==> src/rtl/core/imu_complementary_tilt_filter_macros.svh <==
// Assertion macros of the tilt filter RTL.
`ifndef IMU_COMPLEMENTARY_TILT_FILTER_MACROS_SVH
`define IMU_COMPLEMENTARY_TILT_FILTER_MACROS_SVH
`ifndef NO_ASSERTIONS
`define ICT_ASSERT_IMPLIES(label, clk, rst, cond, prop) \
  label: assert property (@(posedge clk) disable iff (rst) (cond) |-> (prop)) \
    else $error("tilt filter check failed");
`define ICT_ASSERT_NEXT(label, clk, rst, cond, prop) \
  label: assert property (@(posedge clk) disable iff (rst) (cond) |=> (prop)) \
    else $error("tilt filter check failed");
`else
`define ICT_ASSERT_IMPLIES(label, clk, rst, cond, prop)
`define ICT_ASSERT_NEXT(label, clk, rst, cond, prop)
`endif
`endif

==> src/rtl/core/ict_pkg.sv <==
// Constants, types and helper functions of the tilt filter.
package ict_pkg;

  localparam int CORDIC_STEPS    = 16;
  localparam int TAB_LEN         = 32;
  localparam int STEPS           = (CORDIC_STEPS > TAB_LEN) ? TAB_LEN : CORDIC_STEPS;
  localparam int SHIFT_W         = $clog2(TAB_LEN);
  localparam int ANGLE_FRAC_BITS = 16;
  localparam int RND_SHIFT       = 32 - ANGLE_FRAC_BITS;
  localparam int PRESCALE_BITS   = 12;
  localparam int RAW_W           = 16;
  localparam int ANGLE_W         = 26;
  localparam int WEIGHT_W        = 16;
  localparam int STEP_W          = 24;
  localparam int X_W             = 32;
  localparam int Z_W             = 42;
  localparam int CFG_IDX_W       = 8;
  localparam int CFG_DATA_W      = 24;

  localparam logic [CFG_IDX_W-1:0] CFG_FILTER_WEIGHT = 8'd0;
  localparam logic [CFG_IDX_W-1:0] CFG_GYRO_STEP     = 8'd1;

  localparam logic [WEIGHT_W-1:0] WEIGHT_RESET = 16'd64225;
  localparam logic [STEP_W-1:0]   STEP_RESET   = 24'd327860;

  localparam logic [31:0] INV_GAIN_Q32 = 32'h9B74EDA8;
  localparam logic [63:0] RAD2DEG_FRAC = 64'h4BB834C7;

  localparam logic signed [Z_W-1:0] DEG90 = Z_W'(64'd90 <<< 32);
  localparam logic signed [ANGLE_W-1:0] ANGLE_MAX = {1'b0, {(ANGLE_W-1){1'b1}}};
  localparam logic signed [ANGLE_W-1:0] ANGLE_MIN = {1'b1, {(ANGLE_W-1){1'b0}}};

  typedef logic signed [Z_W-1:0] atan_tab_t [STEPS];

  typedef struct packed {
    logic                  valid;
    logic                  zero;
    logic signed [X_W-1:0] x;
    logic signed [X_W-1:0] y;
    logic signed [Z_W-1:0] z;
  } cell_data_t;

  function automatic logic [63:0] udiv64(logic [63:0] n, logic [63:0] d);
    logic [63:0] q;
    logic [63:0] r;
    q = '0;
    r = '0;
    for (int b = 63; b >= 0; b--) begin
      r = {r[62:0], n[b]};
      if (r >= d) begin
        r = r - d;
        q[b] = 1'b1;
      end
    end
    return q;
  endfunction

  function automatic atan_tab_t build_atan();
    atan_tab_t   tab;
    logic [63:0] rad;
    logic [63:0] rh;
    logic [63:0] rl;
    logic [63:0] deg;
    logic [63:0] t;
    int          sh;
    tab[0] = Z_W'(64'd45 <<< 32);
    for (int i = 1; i < STEPS; i++) begin
      rad = '0;
      for (int k = 0; k < 32; k++) begin
        sh = 56 - i * (2 * k + 1);
        if (sh >= 0) begin
          t = udiv64(64'd1 << sh, 64'(2 * k + 1));
          if ((k % 2) == 1) begin
            rad = rad - t;
          end else begin
            rad = rad + t;
          end
        end
      end
      rh  = rad >> 28;
      rl  = rad & 64'h0FFF_FFFF;
      deg = ((rad * 64'd57) >> 24) + ((rh * RAD2DEG_FRAC + ((rl * RAD2DEG_FRAC) >> 28)) >> 28);
      tab[i] = Z_W'(deg);
    end
    return tab;
  endfunction

  localparam atan_tab_t ATAN_TAB = build_atan();

  function automatic logic signed [ANGLE_W-1:0] to_frac(logic signed [Z_W-1:0] v);
    logic signed [Z_W-1:0] s;
    s = (v + Z_W'(64'd1 << (RND_SHIFT - 1))) >>> RND_SHIFT;
    return s[ANGLE_W-1:0];
  endfunction

endpackage

==> src/rtl/core/ict_mix.sv <==
// Complementary blend of one axis: gyro prediction, weighted mix, rounding, saturation.
module ict_mix (
  input  logic                                 clk,
  input  logic signed [ict_pkg::ANGLE_W-1:0]   angle,
  input  logic signed [ict_pkg::RAW_W-1:0]     gyro,
  input  logic signed [ict_pkg::ANGLE_W-1:0]   acc,
  input  logic [ict_pkg::WEIGHT_W-1:0]         weight,
  input  logic [ict_pkg::STEP_W-1:0]           step,
  output logic signed [ict_pkg::ANGLE_W-1:0]   angle_next
);

  localparam int PRED_W = ict_pkg::ANGLE_W + 1;
  localparam int PROD_W = PRED_W + ict_pkg::WEIGHT_W + 2;
  localparam int SUM_W  = PROD_W + 1;
  localparam int RES_W  = SUM_W - ict_pkg::WEIGHT_W;

  logic signed [ict_pkg::Z_W-1:0]       gyro_prod;
  logic signed [ict_pkg::ANGLE_W-1:0]   gyro_term;
  logic signed [PRED_W-1:0]             pred;
  logic [ict_pkg::WEIGHT_W:0]           beta;
  logic signed [PROD_W-1:0]             prod_a;
  logic signed [PROD_W-1:0]             prod_b;
  logic signed [SUM_W-1:0]              sum;
  logic signed [RES_W-1:0]              res;

  assign gyro_prod = gyro * $signed({1'b0, step});
  assign pred      = PRED_W'(angle) + PRED_W'(gyro_term);
  assign beta      = (ict_pkg::WEIGHT_W+1)'(1 << ict_pkg::WEIGHT_W) - {1'b0, weight};

  always_ff @(posedge clk) begin
    gyro_term <= ict_pkg::to_frac(gyro_prod);
    prod_a    <= $signed({1'b0, weight}) * pred;
    prod_b    <= $signed({1'b0, beta}) * acc;
  end

  always_comb begin
    sum = SUM_W'(prod_a) + SUM_W'(prod_b) + SUM_W'(1 << (ict_pkg::WEIGHT_W - 1));
    res = RES_W'(sum >>> ict_pkg::WEIGHT_W);
    if (res > RES_W'(ict_pkg::ANGLE_MAX)) begin
      angle_next = ict_pkg::ANGLE_MAX;
    end else if (res < RES_W'(ict_pkg::ANGLE_MIN)) begin
      angle_next = ict_pkg::ANGLE_MIN;
    end else begin
      angle_next = res[ict_pkg::ANGLE_W-1:0];
    end
  end

endmodule

==> config.mk <==
export PLATFORM = sky130hd
export DESIGN_NAME = ict_mix
export DESIGN_NICKNAME = d
export VERILOG_FILES = /design/src/rtl/core/imu_complementary_tilt_filter_macros.svh /design/src/rtl/core/ict_pkg.sv /design/src/rtl/core/ict_mix.sv
export SDC_FILE = /design/constraint.sdc
export NUM_CORES = 2
export LEC_CHECK = 0
export ABC_AREA = 0
export ABC_CLOCK_PERIOD_IN_PS = 22400
export BUFFER_PORTS_ARGS = -buffer_cell sky130_fd_sc_hd__buf_2
export CAP_MARGIN = 20
export CORE_MARGIN = 2
export CORE_UTILIZATION = 49
export DETAILED_ROUTE_END_ITERATION = 8
export PLACE_DENSITY_LB_ADDON = 0.1
export REMOVE_ABC_BUFFERS = 1
export SYNTH_ARGS = -nofsm -noshare
export SYNTH_HDL_FRONTEND = slang
export SYNTH_SLANG_ARGS = --single-unit
==> constraint.sdc <==
create_clock -name clk -period 22.4 [get_ports clk]
set_clock_uncertainty 0.05 [all_clocks]
set_input_delay 0 -clock clk [delete_from_list [all_inputs] [get_ports clk]]
set_output_delay 0 -clock clk [all_outputs]
set_load 0.005 [all_outputs]
==> reports/metrics.yaml <==
status: "complete, no violations"
hp-class: "input port to flip-flop"
worst_path_most_repeated_cell: "fa_1"
cts_tree: "yes"
grt_usage_pct: 25.5
wirelength_um: 124000
num_vias: 35368
setup-tns-final_ns: 0
max_stage_delay_ns: 0.56
clk_pin_slew_worst_paths_ns: 0.06
end_kind: "flip-flop"
worst_pin_slew_ns: 1.08
criticalPathCategory: "flip-flop to flip-flop"
grt_util_met3_pct: 2.07
ys_seq_elements: 114
core_um2: 99900
grt_setup_unrepaired: "false"
finalInstanceArea_um2: 52000
synth_flop_cell: "dfxtp_1"
die_w_um: 321
routabilityCongestion: 0.880
netlist_top_cells_area: "fa_1, ha_1, inv_1"
start_kind: "flip-flop"
pin_count: 135
slowest_stage: "a21oi_1"
yosysTopAreaCellShare_pct: 47.0
cap_violations: 0
cts_buffers: 17
clkSinkCount: 114
drtPass1Iterations: 5
arrival_ns: 9.36
initial_core_util_pct: 49.3
syn_avg_cell_area_um2: 8.94
grt_pass1_wl_um: 206000
crit_buf_inv: 5
antenna_cells: 0
grt_max_degree: 34
dieArea_um2: 103000
num_rows: 116
grt_pass1_vias: 38448
worst_ep_required_time_ns: 22.75
finalCritPeriodShare_pct: 40.3
syn_to_final_growth_pct: 5.74
drv_slew: 0
setup_viol: 0
place_inst: 6781
use_met1_pct: 34.0
dpl-instance-area_um2: 51400
route.detailed.drc: 0
fin_nets: 7234
hpwl_um: 101000
cts_buffer_depth: 2
ant_nets: 0
fin_cells: 6815
hold_viol: 0
ys_seq_area_share_pct: 4.64
via_per_inst: 5.19
synth-edff-count: 0
cp_max_fo: 16
grt-ovfl-total: 0
synth_warnings: 0
h-tree-depth: 4
min_period_ns: 9.02
ys_types: 68
drtIter0Drc: 1654
die_h_um: 321
async_flop_share_pct: 0
wl_per_cell_um: 18.3
syn_inst: 5502
top_usage_layer: "met2"
yosys.area.top_type: "fa_1"
insertion_delay_ns: 0.47
numPortBuffers: 134
crit_family: "compound AO/OA/AOI/OAI gates"
slew_headroom_pct: 27.5
drive_above_1_share_pct: 4.82
use_met2_pct: 45.2
clock.fmax_ghz: 0.111
cts_root_buf: "clkbuf_16"
antenna_found_initial: 3
netlist_area_um2: 49200
## path summary, 6_finish.rpt
path,start,to,slack (ns),cells after the start
min,acc[1],prod_b[1],0.18,3
max,gyro_term[1],prod_a[42],13.38,33
max reg2reg,gyro_term[1],prod_a[42],13.38,33
min reg2reg,gyro_term[0],prod_a[0],0.81,3
## cell families after synthesis
| logic type | synth area share, % |
|---|---|
| adders and majority gates | 58.9 |
| buffers and inverters | 11.9 |
| AOI/OAI and AO/OA | 6.16 |
| muxes | 0.0407 |
| and+or+nand+nor | 15.4 |
| DFF | 4.64 |
| xor gates and xnor gates | 3.01 |
## metrics by stage
step	setup slack (ns)	util (%)	hold slack [ns]
floorplan	14.04	-	0.0717
global placement	13.42	51.4	0.469
detailed placement	13.36	51.4	0.465
CTS	13.35	52.1	0.125
global route	12.84	52.1	0.170
finish	13.38	52.1	0.176
## repair_timing
item,CTS,global route
gates resized for setup,0,0
hold buffers,1,0
endpoints found under the setup margin,0,0
hold endpoints to repair,1,0
buffers inserted,0,0
## flip-flops by register name, summed over array words and instances, names as in the netlist
register and count:
gyro_term 26, prod_b 44, prod_a 44
## cell usage after synthesis (all sizes together), types with 4 or more instances
library cell,number
ha,465
a221o,4
or2,5
nand4,20
nor4,8
nand2,809
xnor2,122
a21oi,140
a2111oi,4
nor2,90
fa,1156
o21bai,15
nor2b,29
nand2b,42
a21o,71
o211ai,14
or3,4
o21a,24
clkbuf,198
a211oi,15
xor2,46
a211o,6
o21ai,104
inv,1347
o31ai,5
a21boi,6
buf,10
o221ai,6
a31oi,15
nor3,21
a31o,6
dfxtp,114
and2,500
nand3,24
a221oi,4
and3,12
## worst register-to-register path: cells and delay by family (launching register included)
family                   cells  cell delay [ns]
flip-flops                   1             0.33
AND/OR/NAND/NOR              4             0.72
buffers and inverters        5             0.40
XOR/XNOR                     2             0.24
AO/OA/AOI/OAI               14             3.62
adder cells (fa/ha/maj)      8             3.59
## per-layer routing
layer | part of all wire (%) | routed length (µm)
met2 | 50 | 62700
met1 | 44 | 54500
met4 | 2.1 | 2640
met3 | 3.8 | 4700
met5 | 0 | 0
## final cells by class
cell class                      instances  area [µm²]
Tap cell                             1298        1620
Inverter                             1347        5060
Multi-Input combinational cell       3833       41300
Sequential cell                       114        2280
Timing Repair Buffer                  191        1110
Clock buffer                           21         470
Fill cell                            9623       47800
Clock inverter                         11         176
## cells in the final DEF, fill, tap and decap left out, types with 75 or more instances in the layout
master,netlist,layout
buf_2,6,134
fa_1,1156,1156
o21ai_0,75,75
and2_1,500,500
nand2_1,809,809
dfxtp_1,114,114
a21oi_1,134,134
inv_1,1347,1347
ha_1,465,465
xnor2_1,121,109
nor2_1,90,90
Power is not shown: default switching activity piles up to over one toggle a cycle in this logic, so the estimate is an artifact.
