## src/rtl/core/imu_complementary_tilt_filter_macros.svh

```systemverilog
// Assertion macros of the tilt filter RTL.
`ifndef IMU_COMPLEMENTARY_TILT_FILTER_MACROS_SVH
`define IMU_COMPLEMENTARY_TILT_FILTER_MACROS_SVH
`ifndef NO_ASSERTIONS
`define ICT_ASSERT_IMPLIES(label, clk, rst, cond, prop) \
  label: assert property (@(posedge clk) disable iff (rst) (cond) |-> (prop)) \
    else $error("tilt filter check failed");
`define ICT_ASSERT_NEXT(label, clk, rst, cond, prop) \
  label: assert property (@(posedge clk) disable iff (rst) (cond) |=> (prop)) \
    else $error("tilt filter check failed");
`else
`define ICT_ASSERT_IMPLIES(label, clk, rst, cond, prop)
`define ICT_ASSERT_NEXT(label, clk, rst, cond, prop)
`endif
`endif

```

## src/rtl/core/ict_pkg.sv

```systemverilog
// Constants, types and helper functions of the tilt filter.
package ict_pkg;

  localparam int CORDIC_STEPS    = 16;
  localparam int TAB_LEN         = 32;
  localparam int STEPS           = (CORDIC_STEPS > TAB_LEN) ? TAB_LEN : CORDIC_STEPS;
  localparam int SHIFT_W         = $clog2(TAB_LEN);
  localparam int ANGLE_FRAC_BITS = 16;
  localparam int RND_SHIFT       = 32 - ANGLE_FRAC_BITS;
  localparam int PRESCALE_BITS   = 12;
  localparam int RAW_W           = 16;
  localparam int ANGLE_W         = 26;
  localparam int WEIGHT_W        = 16;
  localparam int STEP_W          = 24;
  localparam int X_W             = 32;
  localparam int Z_W             = 42;
  localparam int CFG_IDX_W       = 8;
  localparam int CFG_DATA_W      = 24;

  localparam logic [CFG_IDX_W-1:0] CFG_FILTER_WEIGHT = 8'd0;
  localparam logic [CFG_IDX_W-1:0] CFG_GYRO_STEP     = 8'd1;

  localparam logic [WEIGHT_W-1:0] WEIGHT_RESET = 16'd64225;
  localparam logic [STEP_W-1:0]   STEP_RESET   = 24'd327860;

  localparam logic [31:0] INV_GAIN_Q32 = 32'h9B74EDA8;
  localparam logic [63:0] RAD2DEG_FRAC = 64'h4BB834C7;

  localparam logic signed [Z_W-1:0] DEG90 = Z_W'(64'd90 <<< 32);
  localparam logic signed [ANGLE_W-1:0] ANGLE_MAX = {1'b0, {(ANGLE_W-1){1'b1}}};
  localparam logic signed [ANGLE_W-1:0] ANGLE_MIN = {1'b1, {(ANGLE_W-1){1'b0}}};

  typedef logic signed [Z_W-1:0] atan_tab_t [STEPS];

  typedef struct packed {
    logic                  valid;
    logic                  zero;
    logic signed [X_W-1:0] x;
    logic signed [X_W-1:0] y;
    logic signed [Z_W-1:0] z;
  } cell_data_t;

  function automatic logic [63:0] udiv64(logic [63:0] n, logic [63:0] d);
    logic [63:0] q;
    logic [63:0] r;
    q = '0;
    r = '0;
    for (int b = 63; b >= 0; b--) begin
      r = {r[62:0], n[b]};
      if (r >= d) begin
        r = r - d;
        q[b] = 1'b1;
      end
    end
    return q;
  endfunction

  function automatic atan_tab_t build_atan();
    atan_tab_t   tab;
    logic [63:0] rad;
    logic [63:0] rh;
    logic [63:0] rl;
    logic [63:0] deg;
    logic [63:0] t;
    int          sh;
    tab[0] = Z_W'(64'd45 <<< 32);
    for (int i = 1; i < STEPS; i++) begin
      rad = '0;
      for (int k = 0; k < 32; k++) begin
        sh = 56 - i * (2 * k + 1);
        if (sh >= 0) begin
          t = udiv64(64'd1 << sh, 64'(2 * k + 1));
          if ((k % 2) == 1) begin
            rad = rad - t;
          end else begin
            rad = rad + t;
          end
        end
      end
      rh  = rad >> 28;
      rl  = rad & 64'h0FFF_FFFF;
      deg = ((rad * 64'd57) >> 24) + ((rh * RAD2DEG_FRAC + ((rl * RAD2DEG_FRAC) >> 28)) >> 28);
      tab[i] = Z_W'(deg);
    end
    return tab;
  endfunction

  localparam atan_tab_t ATAN_TAB = build_atan();

  function automatic logic signed [ANGLE_W-1:0] to_frac(logic signed [Z_W-1:0] v);
    logic signed [Z_W-1:0] s;
    s = (v + Z_W'(64'd1 << (RND_SHIFT - 1))) >>> RND_SHIFT;
    return s[ANGLE_W-1:0];
  endfunction

endpackage

```

## src/rtl/core/ict_cordic_cell.sv

```systemverilog
// One vectoring CORDIC cell: a single micro-rotation per cycle.
module ict_cordic_cell (
  input  logic                                clk,
  input  logic                                rst,
  input  logic [ict_pkg::SHIFT_W-1:0]         shift,
  input  logic signed [ict_pkg::Z_W-1:0]      atan_step,
  input  ict_pkg::cell_data_t                 din,
  output ict_pkg::cell_data_t                 dout
);

  logic                               valid;
  logic                               zero;
  logic signed [ict_pkg::X_W-1:0]     x;
  logic signed [ict_pkg::X_W-1:0]     y;
  logic signed [ict_pkg::Z_W-1:0]     z;
  logic signed [ict_pkg::X_W-1:0]     dx;
  logic signed [ict_pkg::X_W-1:0]     dy;

  assign dx = din.y >>> shift;
  assign dy = din.x >>> shift;

  always_ff @(posedge clk) begin
    if (rst) begin
      valid <= 1'b0;
    end else begin
      valid <= din.valid;
    end
  end

  always_ff @(posedge clk) begin
    zero <= din.zero;
    if (!din.y[ict_pkg::X_W-1]) begin
      x <= din.x + dx;
      y <= din.y - dy;
      z <= din.z + atan_step;
    end else begin
      x <= din.x - dx;
      y <= din.y + dy;
      z <= din.z - atan_step;
    end
  end

  assign dout = '{valid: valid, zero: zero, x: x, y: y, z: z};

endmodule

```

## config.mk

```make
export PLATFORM = sky130hd
export DESIGN_NAME = ict_cordic_cell
export DESIGN_NICKNAME = d
export VERILOG_FILES = /design/src/rtl/core/imu_complementary_tilt_filter_macros.svh /design/src/rtl/core/ict_pkg.sv /design/src/rtl/core/ict_cordic_cell.sv
export SDC_FILE = /design/constraint.sdc
export NUM_CORES = 1
export LEC_CHECK = 0
export ABC_AREA = 1
export BUFFER_PORTS_ARGS = -buffer_cell sky130_fd_sc_hd__buf_2
export CAP_MARGIN = 20
export CORE_MARGIN = 3
export CORE_UTILIZATION = 30
export CTS_CLUSTER_DIAMETER = 150
export DETAILED_ROUTE_END_ITERATION = 7
export GPL_TIMING_DRIVEN = 0
export PLACE_DENSITY = 0.46
export SYNTH_ARGS = -nofsm -noshare
export SYNTH_HDL_FRONTEND = slang
export SYNTH_SLANG_ARGS = --single-unit
```

## constraint.sdc

```tcl
create_clock -name clk -period 9.69 [get_ports clk]
set_input_delay 0.969 -clock clk [delete_from_list [all_inputs] [get_ports clk]]
set_output_delay 0.969 -clock clk [all_outputs]
set_load 0.01 [all_outputs]
```

==> results_dict.tcl <==
set metrics [dict create \
    clock-sinks 108 \
    grt_util_met3_pct 4.69 \
    post-route-util_pct 35.7 \
    end_kind "register" \
    core_area_sq_um 47100 \
    io_pins 265 \
    netlist_instances 2472 \
    yosys.cell_types.count 49 \
    synth-simple-area-share_pct 44.2 \
    rsz0062_at_grt "no" \
    ant_nets 0 \
    ys_seq_area_share_pct 15.0 \
    ctsLongestPathBuffers 2 \
    grt_overflow 0 \
    grt_util_met2_pct 43.9 \
    hold_violations 0 \
    worst_hold_startpoint "din[106]" \
    drv_cap 0 \
    tightestPinTransition_ns 1.11 \
    cts_max_level 3 \
    grt_max_degree 18 \
    synth_mux_area_share_pct 0 \
    clk_pin_slew_ns 0.07 \
    drc 0 \
    synth_area_sq_um 14400 \
    start_util_pct 30.7 \
    nets 3016 \
    status "finished, final reports clean" \
    die_w_microns 225 \
    finalWirelength_microns 70800 \
    path_class "primary input to register" \
    min_to "zero$_DFF_P_" \
    slew_headroom_pct 25.8 \
    rows 79 \
    vias_per_cell 5.29 \
    busiest_layer "met2" \
    ys_warn_count 0 \
    synth_nets 2745 \
    synth_top_family_by_area "simple AND/OR/NAND/NOR gates" \
    grt_usage_pct 27.3 \
    postSynthAreaPerCell_sq_um 5.84 \
    cts_hold_buf 0 \
    cts_tree "done" \
    antenna_found_initial 4 \
    ys_ff_latch 108 \
    fin_crit_ns 5.90 \
    final_layout_size_suffix_gt1_share_pct 13.9 \
    synthDominantCellAreaShare_pct 19.4 \
    setup_viol 0 \
    setup-tns-final_ns 0 \
    leakage_nw 8.87 \
    gp_congestion 0.997 \
    worstPathArrival_ns 6.23 \
    use_met1_pct 36.0 \
    powerDensity_nw_per_um2 152 \
    port_buffers 260 \
    min_path_type "primary input to register" \
    cp.required_ns 10.01 \
    async_flop_share_pct 0 \
    first_pass_iters 6 \
    whs_path_depth 1 \
    cts_setup_buffers 0 \
    routedWlPerCell_microns 21.1 \
    synth-compound-area-share_pct 11.7 \
    worstSetupStartpointType "primary input" \
    max_freq_mhz 169 \
    synth_top_cell_by_area "nand2_1" \
    die_y_microns 225 \
    synth-edff-count 0 \
    power_mw 2.56 \
    hpwl_microns 59200 \
    cts_root_buffer "clkbuf_16" \
    cts.repair.resized 0 \
    period_share_pct 60.9 \
    grt_pass1_vias 17300 \
    synthAdderAreaFrac_pct 10.2 \
    die-area_sq_um 50800 \
    nFillCells 5324 \
    maxSlewViolCount 0 \
    areaGrowthSynthToFinish_pct 16.5 \
    grt_pass1_wl_microns 104000 \
    numCtsBuffers 9 \
    synth_ff_type "dfxtp_1" \
    yosys-top-cells-area "nand2_1, dfxtp_1, nand3_1" \
    num_vias 17800 \
    worst-path-max-fanout 10 \
    synthXorXnorAreaFrac_pct 9.89 \
    drt_iter0_markers 1393 \
    vdd_drop_max_mv 0.0830 \
]
==> worst max-delay path, cell delays in order <==
cell and delay (ns):
buf_2 0.14, clkinv_1 0.30, buf_1 0.71, clkbuf_1 0.85, nand2_1 0.17, xnor2_1 0.35
inv_1 0.16, ha_1 0.44, nand2_1 0.07, o21ai_0 0.75, a21o_1 0.26, a21boi_0 0.14
o21ai_0 0.53, nand3_1 0.13, nand2_1 0.11, xor2_1 0.15
==> routing by layer <==
layer / vias up / part of all wire, % / wire length (microns)
li1: 8726 / - / -
met1: 8229 / 45 / 31800
met2: 666 / 44 / 31300
met3: 134 / 6.5 / 4610
met4: 2 / 4.3 / 3040
met5: - / 0.018 / 13
==> state kept, by name, summed over array words and instances (netlist names) <==
signal  count
valid       1
x          32
y          32
z          42
zero        1
==> cells in the final DEF, fill, tap and decap left out, types with 26 or more instances in the layout <==
| master | Yosys | final |
|---|---|---|
| a21oi_1 | 139 | 139 |
| xnor2_1 | 49 | 49 |
| ha_1 | 113 | 113 |
| nand2_1 | 747 | 747 |
| dfxtp_1 | 108 | 108 |
| buf_2 | 39 | 299 |
| xor2_1 | 114 | 114 |
| nor3_1 | 26 | 26 |
| o21ai_0 | 83 | 83 |
| inv_1 | 219 | 219 |
| nor2_1 | 184 | 184 |
| nand3_1 | 425 | 425 |
==> cells in the mapped netlist, types with 2 or more instances <==
| master | count |
|---|---|
| a211oi_1 | 2 |
| a21boi_0 | 5 |
| a21boi_1 | 2 |
| a21o_1 | 9 |
| a21oi_1 | 139 |
| a31oi_1 | 19 |
| and3_1 | 2 |
| buf_1 | 12 |
| buf_2 | 39 |
| buf_4 | 7 |
| buf_6 | 8 |
| clkbuf_1 | 18 |
| dfxtp_1 | 108 |
| fa_1 | 3 |
| ha_1 | 113 |
| inv_1 | 219 |
| inv_2 | 7 |
| nand2_1 | 747 |
| nand2_2 | 18 |
| nand3_1 | 425 |
| nand3_2 | 7 |
| nand3b_1 | 11 |
| nand4_1 | 20 |
| nor2_1 | 184 |
| nor2_2 | 10 |
| nor2_4 | 4 |
| nor3_1 | 26 |
| nor3_2 | 2 |
| nor4_1 | 10 |
| o211ai_1 | 7 |
| o21a_1 | 10 |
| o21ai_0 | 83 |
| o21ai_1 | 12 |
| o21bai_1 | 3 |
| o221ai_1 | 2 |
| o31ai_1 | 5 |
| xnor2_1 | 49 |
| xor2_1 | 114 |
==> metrics by stage <==
step                area (sq um)  hold slack (ns)  cells  worst slack [ns]
CTS                        16800            0.690   3355              3.91
floorplan                  14400            0.997   2472              5.32
global route               16800            0.693   3358              3.49
global placement           16500             1.11   3339              3.42
finish                     16800            0.712   3358              3.79
detailed placement         16500             1.11   3339              3.51
==> cell families after synthesis <==
| kind of cell | Yosys count |
|---|---|
| flip-flops | 108 |
| AND/OR/NAND/NOR | 1469 |
| AO/OA/AOI/OAI | 304 |
| XOR/XNOR | 163 |
| buffers and inverters | 312 |
| adder cells (fa/ha/maj) | 116 |
==> final cells by class <==
type / count / area [sq um] / share of cell area (%)
diodes: 3 / 7.51 / 0.0446
plain buffers: 84 / 450 / 2.68
clock buffers: 12 / 256 / 1.53
clock inverters: 4 / 56.3 / 0.335
inverters: 228 / 858 / 5.10
multi-input cells: 2052 / 11000 / 65.2
flip-flops and latches: 108 / 2160 / 12.9
well taps: 607 / 759 / 4.52
repair buffers: 260 / 1300 / 7.74
==> power by group <==
| group | internal [mW] | switching (mW) |
|---|---|---|
| clock network | 0.217 | 0.216 |
| logic | 0.508 | 0.954 |
| registers | 0.619 | 0.0447 |
==> how the worst max path moves through the flow <==
stage / start / endpoint / depth (start not counted)
after floorplan: shift[4] / y[28]$_DFF_P_ / 25
after global placement: shift[4] / y[31]$_DFF_P_ / 25
after detailed placement: din[73] / y[24]$_DFF_P_ / 16
after CTS: din[73] / y[24]$_DFF_P_ / 16
after global routing: shift[4] / y[31]$_DFF_P_ / 25
final: din[73] / y[24]$_DFF_P_ / 16
Power figures use the tool's default switching activity.
